==> src/hw/rtl/tsfe_pkg.sv <==
`timescale 1ns / 1ps
// ----------------------------------------------------------------------------
// tsfe_pkg
// Types, codes and helpers shared by the TPM SPI frame engine.
// ----------------------------------------------------------------------------
package tsfe_pkg;

   localparam int MAX_FRAME = 64;
   localparam int FRAME_W   = 7;
   localparam int PHASE_W   = 2;

   localparam logic [7:0] HDR_READ_FLAG   = 8'h80;
   localparam logic [7:0] HDR_OPCODE      = 8'hD4;
   localparam logic [7:0] RETRY_LIMIT_RST = 8'd50;

   localparam logic [PHASE_W-1:0] PH_IDLE   = 2'd0;
   localparam logic [PHASE_W-1:0] PH_HEADER = 2'd1;
   localparam logic [PHASE_W-1:0] PH_POLL   = 2'd2;
   localparam logic [PHASE_W-1:0] PH_DATA   = 2'd3;

   localparam logic [1:0] ST_RUNNING   = 2'd0;
   localparam logic [1:0] ST_DONE      = 2'd1;
   localparam logic [1:0] ST_TIMEOUT   = 2'd2;
   localparam logic [1:0] ST_IDLE_SLOT = 2'd3;

   localparam logic CMD_START = 1'b0;
   localparam logic CMD_SLOT  = 1'b1;

   typedef struct packed {
      logic        cmd;
      logic        is_read;
      logic [15:0] reg_address;
      logic [15:0] total_length;
      logic [7:0]  miso_byte;
      logic [7:0]  write_byte;
   } req_type;

   typedef struct packed {
      logic [7:0] mosi_byte;
      logic       mosi_valid;
      logic [7:0] read_data;
      logic       read_valid;
      logic       write_taken;
      logic       release_cs;
      logic [1:0] status;
   } rsp_type;

   typedef struct packed {
      logic [PHASE_W-1:0] phase;
      logic [1:0]         header_index;
      logic [15:0]        bytes_left;
      logic [FRAME_W-1:0] frame_left;
      logic [7:0]         poll_count;
      logic               read_mode;
      logic [15:0]        held_address;
   } state_type;

   function automatic logic [FRAME_W-1:0] frame_size(input logic [15:0] bytes);
      logic [FRAME_W-1:0] res;
      if (bytes < 16'(MAX_FRAME)) begin
         res = bytes[FRAME_W-1:0];
      end else begin
         res = FRAME_W'(MAX_FRAME);
      end
      return res;
   endfunction

   function automatic logic [7:0] header_first(input logic rd,
                                               input logic [FRAME_W-1:0] fl);
      logic [7:0] len_m1;
      len_m1 = {1'b0, fl} - 8'd1;
      return len_m1 | (rd ? HDR_READ_FLAG : 8'h00);
   endfunction

endpackage

==> src/hw/rtl/tsfe_in_stage.sv <==
`timescale 1ns / 1ps
// ----------------------------------------------------------------------------
// tsfe_in_stage
// Input register of the frame engine with valid/stall flow control.
// ----------------------------------------------------------------------------
module tsfe_in_stage (
   input  logic             clock,
   input  logic             reset,
   input  logic             req_valid,
   input  tsfe_pkg::req_type req_item,
   output logic             req_stall,
   input  logic             advance,
   output logic             in_valid,
   output tsfe_pkg::req_type in_item
);

   logic             valid_ff;
   logic             valid_in;
   tsfe_pkg::req_type item_ff;
   logic             load;

   assign load      = req_valid && (!valid_ff || advance);
   assign req_stall = valid_ff && !advance;
   assign valid_in  = load || (valid_ff && !advance);

   always_ff @(posedge clock) begin
      if (reset) begin
         valid_ff <= 1'b0;
      end else begin
         valid_ff <= valid_in;
      end
   end

   always_ff @(posedge clock) begin
      if (load) begin
         item_ff <= req_item;
      end
   end

   assign in_valid = valid_ff;
   assign in_item  = item_ff;

endmodule

==> src/hw/rtl/tsfe_step.sv <==
`timescale 1ns / 1ps
// ----------------------------------------------------------------------------
// tsfe_step
// Next phase and slot result for one transaction of the frame engine.
// ----------------------------------------------------------------------------
module tsfe_step (
   input  tsfe_pkg::req_type   item,
   input  tsfe_pkg::state_type cur,
   input  logic [7:0]          retry_limit,
   output tsfe_pkg::state_type nxt,
   output tsfe_pkg::rsp_type   rsp
);

   logic                         do_finish;
   logic [1:0]                   fin_status;
   logic                         do_begin;
   logic [15:0]                  begin_bytes;
   logic                         do_data;
   logic                         do_poll;
   logic [7:0]                   poll_val;
   logic [1:0]                   hi_next;
   logic [tsfe_pkg::FRAME_W-1:0] fl_dec;
   logic [15:0]                  bl_dec;
   logic [7:0]                   pc_inc;
   logic [tsfe_pkg::FRAME_W-1:0] fl_new;

   assign hi_next = cur.header_index + 2'd1;
   assign fl_dec  = (cur.frame_left != '0) ? cur.frame_left - 1'b1 : cur.frame_left;
   assign bl_dec  = (cur.bytes_left != '0) ? cur.bytes_left - 16'd1 : cur.bytes_left;
   assign pc_inc  = (cur.poll_count != 8'hFF) ? cur.poll_count + 8'd1 : cur.poll_count;

   always_comb begin
      nxt         = cur;
      rsp         = '0;
      do_finish   = 1'b0;
      fin_status  = tsfe_pkg::ST_DONE;
      do_begin    = 1'b0;
      begin_bytes = cur.bytes_left;
      do_data     = 1'b0;
      do_poll     = 1'b0;
      poll_val    = cur.poll_count;
      fl_new      = '0;

      case (item.cmd)
         tsfe_pkg::CMD_START: begin
            nxt.read_mode    = item.is_read;
            nxt.held_address = item.reg_address;
            nxt.bytes_left   = item.total_length;
            nxt.poll_count   = 8'd0;
            begin_bytes      = item.total_length;
            if (item.total_length == 16'd0) begin
               do_finish = 1'b1;
            end else begin
               do_begin = 1'b1;
            end
         end
         default: begin
            unique case (cur.phase)
               tsfe_pkg::PH_HEADER: begin
                  if (cur.header_index != 2'd3) begin
                     nxt.header_index = hi_next;
                     rsp.mosi_valid   = 1'b1;
                     unique case (hi_next)
                        2'd1:    rsp.mosi_byte = tsfe_pkg::HDR_OPCODE;
                        2'd2:    rsp.mosi_byte = cur.held_address[15:8];
                        default: rsp.mosi_byte = cur.held_address[7:0];
                     endcase
                  end else if (item.miso_byte[0]) begin
                     do_data = 1'b1;
                  end else begin
                     poll_val       = 8'd0;
                     nxt.poll_count = 8'd0;
                     do_poll        = 1'b1;
                  end
               end
               tsfe_pkg::PH_POLL: begin
                  poll_val       = pc_inc;
                  nxt.poll_count = pc_inc;
                  if (item.miso_byte[0]) begin
                     do_data = 1'b1;
                  end else begin
                     do_poll = 1'b1;
                  end
               end
               tsfe_pkg::PH_DATA: begin
                  if (cur.read_mode) begin
                     rsp.read_data  = item.miso_byte;
                     rsp.read_valid = 1'b1;
                  end
                  nxt.frame_left = fl_dec;
                  nxt.bytes_left = bl_dec;
                  begin_bytes    = bl_dec;
                  if ((fl_dec != '0) && (bl_dec != 16'd0)) begin
                     do_data = 1'b1;
                  end else if (bl_dec != 16'd0) begin
                     do_begin = 1'b1;
                  end else begin
                     do_finish = 1'b1;
                  end
               end
               default: begin
                  nxt.phase  = tsfe_pkg::PH_IDLE;
                  rsp.status = tsfe_pkg::ST_IDLE_SLOT;
               end
            endcase
         end
      endcase

      if (do_poll) begin
         if (poll_val >= retry_limit) begin
            do_finish  = 1'b1;
            fin_status = tsfe_pkg::ST_TIMEOUT;
         end else begin
            nxt.phase      = tsfe_pkg::PH_POLL;
            rsp.mosi_byte  = 8'h00;
            rsp.mosi_valid = 1'b1;
         end
      end

      if (do_data) begin
         nxt.phase      = tsfe_pkg::PH_DATA;
         rsp.mosi_valid = 1'b1;
         if (!nxt.read_mode) begin
            rsp.mosi_byte   = item.write_byte;
            rsp.write_taken = 1'b1;
         end
      end

      if (do_begin) begin
         fl_new           = tsfe_pkg::frame_size(begin_bytes);
         nxt.frame_left   = fl_new;
         nxt.header_index = 2'd0;
         nxt.phase        = tsfe_pkg::PH_HEADER;
         rsp.mosi_byte    = tsfe_pkg::header_first(nxt.read_mode, fl_new);
         rsp.mosi_valid   = 1'b1;
      end

      if (do_finish) begin
         nxt.phase        = tsfe_pkg::PH_IDLE;
         nxt.header_index = 2'd0;
         nxt.frame_left   = '0;
         nxt.bytes_left   = 16'd0;
         nxt.poll_count   = 8'd0;
         rsp.release_cs   = 1'b1;
         rsp.status       = fin_status;
      end
   end

endmodule

==> src/hw/rtl/tpm_spi_frame_engine_unit.sv <==
`timescale 1ns / 1ps
// ----------------------------------------------------------------------------
// tpm_spi_frame_engine_unit
// Host side of TPM register transactions over SPI: header, wait-state
// polling and data slots, framed at up to 64 bytes.
//
//   channel  | direction | handshake          | carries
//   req_*    | in        | req_valid/req_stall| start or completed slot
//   rsp_*    | out       | rsp_valid/rsp_stall| next slot, read data, status
//   csr_*    | in        | csr_wr_en          | retry_limit
//
// One transaction per cycle while rsp_stall is not holding the result
// register; path: input register, single next-phase step, result register.
// Synchronous reset clears phase, counters and retry_limit to 50.
// rsp_stall holds both stages; req_stall rises while the input register is
// full and the result register is stalled.
// ----------------------------------------------------------------------------
module tpm_spi_frame_engine_unit (
   input  logic        clock,
   input  logic        reset,
   input  logic        req_valid,
   output logic        req_stall,
   input  logic        req_cmd,
   input  logic        req_is_read,
   input  logic [15:0] req_reg_address,
   input  logic [15:0] req_total_length,
   input  logic [7:0]  req_miso_byte,
   input  logic [7:0]  req_write_byte,
   output logic        rsp_valid,
   input  logic        rsp_stall,
   output logic [7:0]  rsp_mosi_byte,
   output logic        rsp_mosi_valid,
   output logic [7:0]  rsp_read_data,
   output logic        rsp_read_valid,
   output logic        rsp_write_taken,
   output logic        rsp_release_cs,
   output logic [1:0]  rsp_status,
   input  logic        csr_wr_en,
   input  logic [7:0]  csr_wr_data
);

   tsfe_pkg::req_type   req_item;
   tsfe_pkg::req_type   in_item;
   logic                in_valid;
   logic                advance;
   tsfe_pkg::state_type state_ff;
   tsfe_pkg::state_type state_in;
   tsfe_pkg::rsp_type   rsp_ff;
   tsfe_pkg::rsp_type   rsp_in;
   logic                rsp_valid_ff;
   logic                rsp_valid_in;
   logic [7:0]          retry_limit_ff;
   logic                fire;

   assign req_item = '{cmd:          req_cmd,
                       is_read:      req_is_read,
                       reg_address:  req_reg_address,
                       total_length: req_total_length,
                       miso_byte:    req_miso_byte,
                       write_byte:   req_write_byte};

   assign advance      = !rsp_valid_ff || !rsp_stall;
   assign fire         = in_valid && advance;
   assign rsp_valid_in = fire || (rsp_valid_ff && rsp_stall);

   tsfe_in_stage u_in_stage (
      .clock     (clock),
      .reset     (reset),
      .req_valid (req_valid),
      .req_item  (req_item),
      .req_stall (req_stall),
      .advance   (advance),
      .in_valid  (in_valid),
      .in_item   (in_item)
   );

   tsfe_step u_step (
      .item        (in_item),
      .cur         (state_ff),
      .retry_limit (retry_limit_ff),
      .nxt         (state_in),
      .rsp         (rsp_in)
   );

   always_ff @(posedge clock) begin
      if (reset) begin
         state_ff       <= '0;
         rsp_valid_ff   <= 1'b0;
         retry_limit_ff <= tsfe_pkg::RETRY_LIMIT_RST;
      end else begin
         rsp_valid_ff <= rsp_valid_in;
         if (fire) begin
            state_ff <= state_in;
         end
         if (csr_wr_en) begin
            retry_limit_ff <= csr_wr_data;
         end
      end
   end

   always_ff @(posedge clock) begin
      if (fire) begin
         rsp_ff <= rsp_in;
      end
   end

   assign rsp_valid       = rsp_valid_ff;
   assign rsp_mosi_byte   = rsp_ff.mosi_byte;
   assign rsp_mosi_valid  = rsp_ff.mosi_valid;
   assign rsp_read_data   = rsp_ff.read_data;
   assign rsp_read_valid  = rsp_ff.read_valid;
   assign rsp_write_taken = rsp_ff.write_taken;
   assign rsp_release_cs  = rsp_ff.release_cs;
   assign rsp_status      = rsp_ff.status;

`ifndef SYNTHESIS
   a_release_idle: assert property (@(posedge clock) disable iff (reset)
      rsp_valid && rsp_release_cs |-> state_ff.phase == tsfe_pkg::PH_IDLE)
      else $error("release_cs without idle phase");

   a_read_mode: assert property (@(posedge clock) disable iff (reset)
      rsp_valid && rsp_read_valid |-> state_ff.read_mode)
      else $error("read data in write transfer");

   a_taken_data: assert property (@(posedge clock) disable iff (reset)
      rsp_valid && rsp_write_taken |-> state_ff.phase == tsfe_pkg::PH_DATA
                                       && !state_ff.read_mode)
      else $error("write byte taken outside write data phase");

   a_frame_nonzero: assert property (@(posedge clock) disable iff (reset)
      state_ff.phase == tsfe_pkg::PH_HEADER |-> state_ff.frame_left != '0)
      else $error("header with empty frame");
`endif

endmodule

==> config.mk <==
export PLATFORM = sky130hd
export DESIGN_NAME = tpm_spi_frame_engine_unit
export DESIGN_NICKNAME = d
export VERILOG_FILES = /design/src/hw/rtl/tsfe_pkg.sv /design/src/hw/rtl/tsfe_in_stage.sv /design/src/hw/rtl/tsfe_step.sv /design/src/hw/rtl/tpm_spi_frame_engine_unit.sv
export SDC_FILE = /design/constraint.sdc
export NUM_CORES = 1
export LEC_CHECK = 0
export ABC_AREA = 1
export BUFFER_PORTS_ARGS = -buffer_cell sky130_fd_sc_hd__buf_2
export CAP_MARGIN = 20
export CORE_MARGIN = 1
export CORE_UTILIZATION = 54
export DETAILED_ROUTE_END_ITERATION = 16
export PLACE_DENSITY_LB_ADDON = 0.25
export SETUP_SLACK_MARGIN = 0.05
export SLEW_MARGIN = 5
export SYNTH_ARGS = -nofsm -noshare
export SYNTH_HDL_FRONTEND = slang
export SYNTH_HIERARCHICAL = 1
export SYNTH_SLANG_ARGS = --single-unit
==> constraint.sdc <==
create_clock -name clock -period 3.65 [get_ports clock]
set_input_delay 0.5475 -clock clock [delete_from_list [all_inputs] [get_ports clock]]
set_output_delay 0.5475 -clock clock [all_outputs]
set_load 0.005 [all_outputs]
==> out/metrics.cfg, run 1 <==
[final_layout]
antenna_cells=0
fillCellCount=1329
area_growth_pct=17.57
fin_area_mm2=0.009803
layout.area.seq_mm2=0.003411
final_common_cell=nand2_1
nNetsFinal=1326
final_cell_mix=304 x nand2_1, 131 x inv_1, 129 x nor2_1
multi_input_area_mm2=0.004205
drive_above_1_share_pct=21.22
utilization_pct=64.73

[yosys]
synth_edf_count=72
synth_cells=1165
synth.lib_cells_used.distinct=50
synth_area_mm2=0.008338
yosysSeqAreaShare_pct=40.82
syn_area_per_cell_um2=7.157
synth_ff_type=edfxtp_1
async_flop_share_pct=0
synth_seq_cells=134
syn-num-nets=1246
yosysWarnings=6

[timing]
setup_viol=0
grt_setup_unrepaired=true
period_needed_ps=3640
report.final.slew_viol_count=0
fin_skew_ps=9.260
slew_headroom_pct=29.35
fmax_ghz=0.2747
worst_pin_slew_ps=1060
fin_ws_ps=9.972
hold_viol=0
min_period_over_period_pct=99.73

[route]
routed_wl_um=20970
drc=0
routed_via_density=5.403
vias=7813
first_pass_iters=7
postRouteAntennaNets=0
drt_iter0_drc=739
wire_per_inst_um=14.50

[worst_hold_path]
holdCritPathClass=in -> reg
holdCritStartpoint=req_total_length[5]

[grt]
grtUsageMet3_pct=5.820
gr-usage-met2_pct=44.23
grt_use_total_pct=26.32
antenna_found_initial=0
gr-usage-met1_pct=33.72
grt_pass1_wl_um=33270
grt.busiest_layer=met2
grt_pass1_vias=7053
overflow=0
grt_max_degree=106

[power]
powerDensity_mw_per_mm2=449.8
totalPowerFinal_mw=4.409
p_leak_nw=4.464
irDropWorstVdd_mv=0.3920

[place]
routabilityCongestion=0.9136
placed_area_mm2=0.008825
dp_slack_ps=-55.47
port_buffers=86
dpl.hpwl_um=13370

[outcome]
outcome=finished, final reports clean

[clocking]
ctsHoldBuffers=0
cts_made_buffers=17
insertion_delay_ps=420
clockBufferDepth=2
htreeDepth=4
cts_tree=yes
clockRootBuffer=clkbuf_16
path_clk_slew_ps=60
cts_sinks=134

[worst_setup_path]
cp.arrival_ps=3950
path_buf_inv=7
cpLargestDelayFamily=simple AND/OR/NAND/NOR gates
cp_max_fo=8
critPathKind=reg -> reg
end_kind=flop
r2r_slack_ps=10
crit_start=state_ff[17]
slowest_delay_ps=370
cp_slowest_cell=ha_1
worstPathRequired_ps=3960
cp-start-kind=flop
reg2reg_from=state_ff[17]
cp_common_cell=o21ai_1

[floorplan]
io_pins=87
core_mm2=0.01515
die_area_mm2=0.01594
initial_utilization_pct=55.05
fp-row-count=45
die_h_um=126.3
die_w_um=126.3

[flow_run]
maxCapViolCount=0

what timing repair did:
item / in CTS / in global routing
resized for setup: 13 / 72
endpoints found under the setup margin: 43 / 46
pin swaps: 3 / 31
setup buffers: 1 / 7
gates cloned: 1 / 1
hold endpoints to repair: 0 / 0
cells in the mapped netlist, types with 14 or more instances:
cell type | count | area (µm²)
clkbuf_1 | 18 | 67.56
nand2_2 | 15 | 93.84
nand4_1 | 15 | 93.84
a21oi_1 | 96 | 480.5
edfxtp_1 | 72 | 2162
nand2_1 | 307 | 1152
o21ai_0 | 33 | 165.2
inv_1 | 143 | 536.8
nand3_1 | 94 | 470.5
o21ai_1 | 14 | 70.07
dfxtp_1 | 62 | 1241
buf_6 | 14 | 157.7
buf_2 | 20 | 100.1
nor2_1 | 144 | 540.5
ha_1 | 18 | 225.2
where the power goes:
| group | leakage (nW) | switching [mW] | internal (mW) |
|---|---|---|---|
| Clock | 0.300 | 0.655 | 1.18 |
| Combinational | 2.95 | 0.511 | 0.295 |
| Sequential | 1.22 | 0.0779 | 1.69 |
| Total | 4.46 | 1.24 | 3.17 |
final timing paths:
kind,to,depth (start not counted)
worst max-delay path,state_ff[21],26
worst min-delay path,u_in_stage/in_item[21],1
worst max register to register,state_ff[21],26
worst min register to register,retry_limit_ff[4],2
layout make-up:
type | instances | area share (%)
Clock buffer | 21 | 4.697
Sequential cell | 134 | 34.79
Timing Repair Buffer | 118 | 7.364
Multi-Input combinational cell | 816 | 42.90
Clock inverter | 11 | 1.774
Inverter | 158 | 6.075
Tap cell | 188 | 2.399
per-layer routing:
| metal | part of all wire (%) | wire length [µm] |
|---|---|---|
| met1 | 44 | 9220 |
| met2 | 49 | 10210 |
| met3 | 5.8 | 1216 |
| met4 | 1.6 | 327 |
| met5 | 0 | 0 |
registers in the layout (all words and copies together), names as in the netlist, 2 cells and up:
name / count
rsp_mosi_byte: 8
retry_limit_ff: 8
rsp_status: 2
u_in_stage/in_item: 50
rsp_read_data: 8
state_ff: 52
cells by family (layout without fill, tap and decap cells):
kind of cell | count (synthesis) | count (layout) | synth area share, %
buffers and inverters | 215 | 308 | 11.57
xor gates and xnor gates | 8 | 8 | 0.8404
AOI/OAI and AO/OA | 175 | 175 | 11.76
and+or+nand+nor | 615 | 615 | 32.31
adders and majority gates | 18 | 18 | 2.701
DFF | 134 | 134 | 40.82
through the flow:
step,hold slack (ps),instances,setup TNS (ps)
floorplan,428.9,1165,0
global placement,440.7,1404,-44.35
detailed placement,454.6,1404,-1189
CTS,280.3,1438,0
global route,272.5,1446,-5809
finish,297.0,1446,0
worst register-to-register path: cells and delay by family (launching register included):
family	cells	cell delay [ps]
and+or+nand+nor	12	1350
AOI/OAI and AO/OA	6	760
DFF	1	360
adders and majority gates	1	370
buffers and inverters	7	680
Power figures use the tool's default switching activity.
==> run 2, diff against run 1 <==
--- a/config.mk
+++ b/config.mk
@@ -9,8 +9,10 @@
 export BUFFER_PORTS_ARGS = -buffer_cell sky130_fd_sc_hd__buf_2
 export CAP_MARGIN = 20
 export CORE_MARGIN = 1
-export CORE_UTILIZATION = 54
+export CORE_UTILIZATION = 25
+export CTS_CLUSTER_DIAMETER = 100
 export DETAILED_ROUTE_END_ITERATION = 16
+export MAX_ROUTING_LAYER = met4
 export PLACE_DENSITY_LB_ADDON = 0.25
 export SETUP_SLACK_MARGIN = 0.05
 export SLEW_MARGIN = 5
==> run 2 against run 1 <==
Effect of this change: total power grew 1.9%; register-to-register slack improved by 100 ps; die area rose by 110%; maximum frequency is 2.9% higher; routed wire length grew 15%; via count down 1.5%; highest routed layer unchanged.
==> out/metrics.cfg, run 2 (synthesis gave the netlist of run 1 again) <==
[final_layout]
area_growth_pct=22.99
multi_input_area_mm2=0.004278  ; +1.7%
nNetsFinal=1331  ; +0.38%
largest_register=state_ff
antenna_cells=0  ; unchanged
final_common_cell=nand2_1
drive_above_1_share_pct=22.49  ; +1.3 points
final_cell_mix=303 x nand2_1, 130 x inv_1, 124 x nor2_1
layout.area.seq_mm2=0.003412  ; about the same
utilization_pct=31.36  ; -33 points
fillCellCount=3613  ; +170%
fin_area_mm2=0.01025  ; +4.6%
largest_register_ffs=52  ; unchanged

[route]
drc=0  ; unchanged
routed_via_density=4.514  ; -16%
routed_wl_um=24130  ; +15%
first_pass_iters=5  ; -2
postRouteAntennaNets=0  ; unchanged
vias=7696  ; -1.5%
wire_per_inst_um=14.15  ; -2.4%
drt_iter0_drc=507  ; -31%

[timing]
report.final.slew_viol_count=0  ; unchanged
slew_headroom_pct=49.89  ; +21 points
fin_skew_ps=11.41  ; +2.153 ps
worst_pin_slew_ps=751.6  ; -308.2 ps
grt_setup_unrepaired=true
fmax_ghz=0.2827  ; +2.9%
min_period_over_period_pct=96.93  ; -2.8 points
fin_setup_tns_ps=0  ; unchanged
hold_viol=0  ; unchanged
finalHoldWorstSlack_ps=282.6  ; -14.38 ps
setup_viol=0  ; unchanged
period_needed_ps=3538  ; -102.2 ps

[worst_setup_path]
cp-start-kind=flop
worstPathRequired_ps=4020  ; +60 ps
ff2ff_path_depth=26  ; unchanged
r2r_slack_ps=110  ; +100 ps
reg2reg_to=state_ff[48]
cp_slowest_cell=dfxtp_4
reg2reg_from=state_ff[18]
cp.arrival_ps=3910  ; -40 ps
crit_path_end=state_ff[48]
end_kind=flop
cp_common_cell=inv_2
slowest_delay_ps=360  ; about the same
critPathKind=reg -> reg
cp_max_fo=7  ; -1
crit_start=state_ff[18]

[clocking]
insertion_delay_ps=440  ; +20 ps
ctsHoldBuffers=0  ; unchanged
htreeDepth=4  ; unchanged
cts_sinks=134  ; unchanged
clockRootBuffer=clkbuf_16
clockBufferDepth=2  ; unchanged
path_clk_slew_ps=60  ; about the same
cts_made_buffers=17  ; unchanged
cts_tree=yes

[floorplan]
initial_utilization_pct=25.50  ; -30 points
fp-row-count=66  ; +47%
die_h_um=184.6  ; +46%
io_pins=87  ; unchanged
die_w_um=184.6  ; +46%
core_mm2=0.03270  ; +120%
die_area_mm2=0.03409  ; +110%

[grt]
grt.busiest_layer=met2
grtUsageMet3_pct=2.924  ; -2.9 points
grt_pass1_vias=6984  ; -0.98%
antenna_found_initial=0  ; unchanged
grt_use_total_pct=14.59  ; -12 points
grt_max_degree=72  ; -32%
gr-usage-met2_pct=22.42  ; -22 points
gr-usage-met1_pct=18.99  ; -15 points
grt_pass1_wl_um=37270  ; +12%
overflow=0  ; unchanged

[place]
port_buffers=86  ; unchanged
placed_area_mm2=0.009183  ; +4.1%
routabilityCongestion=0.8900  ; -2.6%
dpl.hpwl_um=16440  ; +23%

[power]
totalPowerFinal_mw=4.492  ; +1.9%
irDropWorstVdd_mv=0.3439  ; -12%
powerDensity_mw_per_mm2=438.0  ; -2.6%
p_leak_nw=4.528  ; +1.4%

[worst_hold_path]
holdCritPathClass=in -> reg

[flow_run]
maxCapViolCount=0  ; unchanged

[outcome]
outcome=finished, final reports clean

## run 2: worst max-delay path: cells and delay by family, from the launching register on
kind	cells	cell delay, ps
buffers and inverters	6	390
AO/OA/AOI/OAI	7	1010
flip-flops	1	360
AND/OR/NAND/NOR	11	1290
adder cells (fa/ha/maj)	2	410
## run 2: how the worst min path moves through the flow
stage                     slack [ps]  depth (start not counted)                endpoint                 from
final                            280                          1  u_in_stage/in_item[32]   req_reg_address[0]
after global routing             250                          1  u_in_stage/in_item[32]   req_reg_address[0]
after CTS                        250                          1  u_in_stage/in_item[44]  req_reg_address[12]
after detailed placement         450                          2       retry_limit_ff[4]    retry_limit_ff[4]
after global placement           450                          2       retry_limit_ff[1]    retry_limit_ff[1]
after floorplan                  430                          2       retry_limit_ff[1]    retry_limit_ff[1]
## run 2: area by class of cell
class,instances,share of cell area (%)
clock buffer,18,4.185
clock inverter,14,2.013
inverter,158,5.783
multi-input combinational,816,41.72
sequential,134,33.27
tap,442,5.393
timing repair buffer,123,7.638
## run 2: what timing repair did
action / 4_1_cts / 5_1_grt
setup endpoints to repair: 25 / 46
setup buffers: 0 / 7
gates cloned: 0 / 4
endpoints found under the hold margin: 0 / 0
gates resized for setup: 2 / 106
pin swaps: 0 / 53
## run 2: per-stage QoR
| stage | instances | setup WS (ps) |
|---|---|---|
| final | 1705 | 112.1 |
| after global routing | 1705 | -152.9 |
| after CTS | 1694 | 32.72 |
| after detailed placement | 1662 | 27.28 |
| after global placement | 1662 | 22.71 |
| after floorplan | 1165 | 88.64 |
## run 2: routing by layer
metal / up-vias / wire length, µm
met2: 146 / 11190
met1: 3596 / 11790
li1: 3939 / -
met5: - / 0
met3: 15 / 857
met4: 0 / 297
## run 2: power by group
group / internal, mW / switching, mW
Clock: 1.21 / 0.690
Sequential: 1.69 / 0.0694
Combinational: 0.305 / 0.534
Total: 3.20 / 1.29
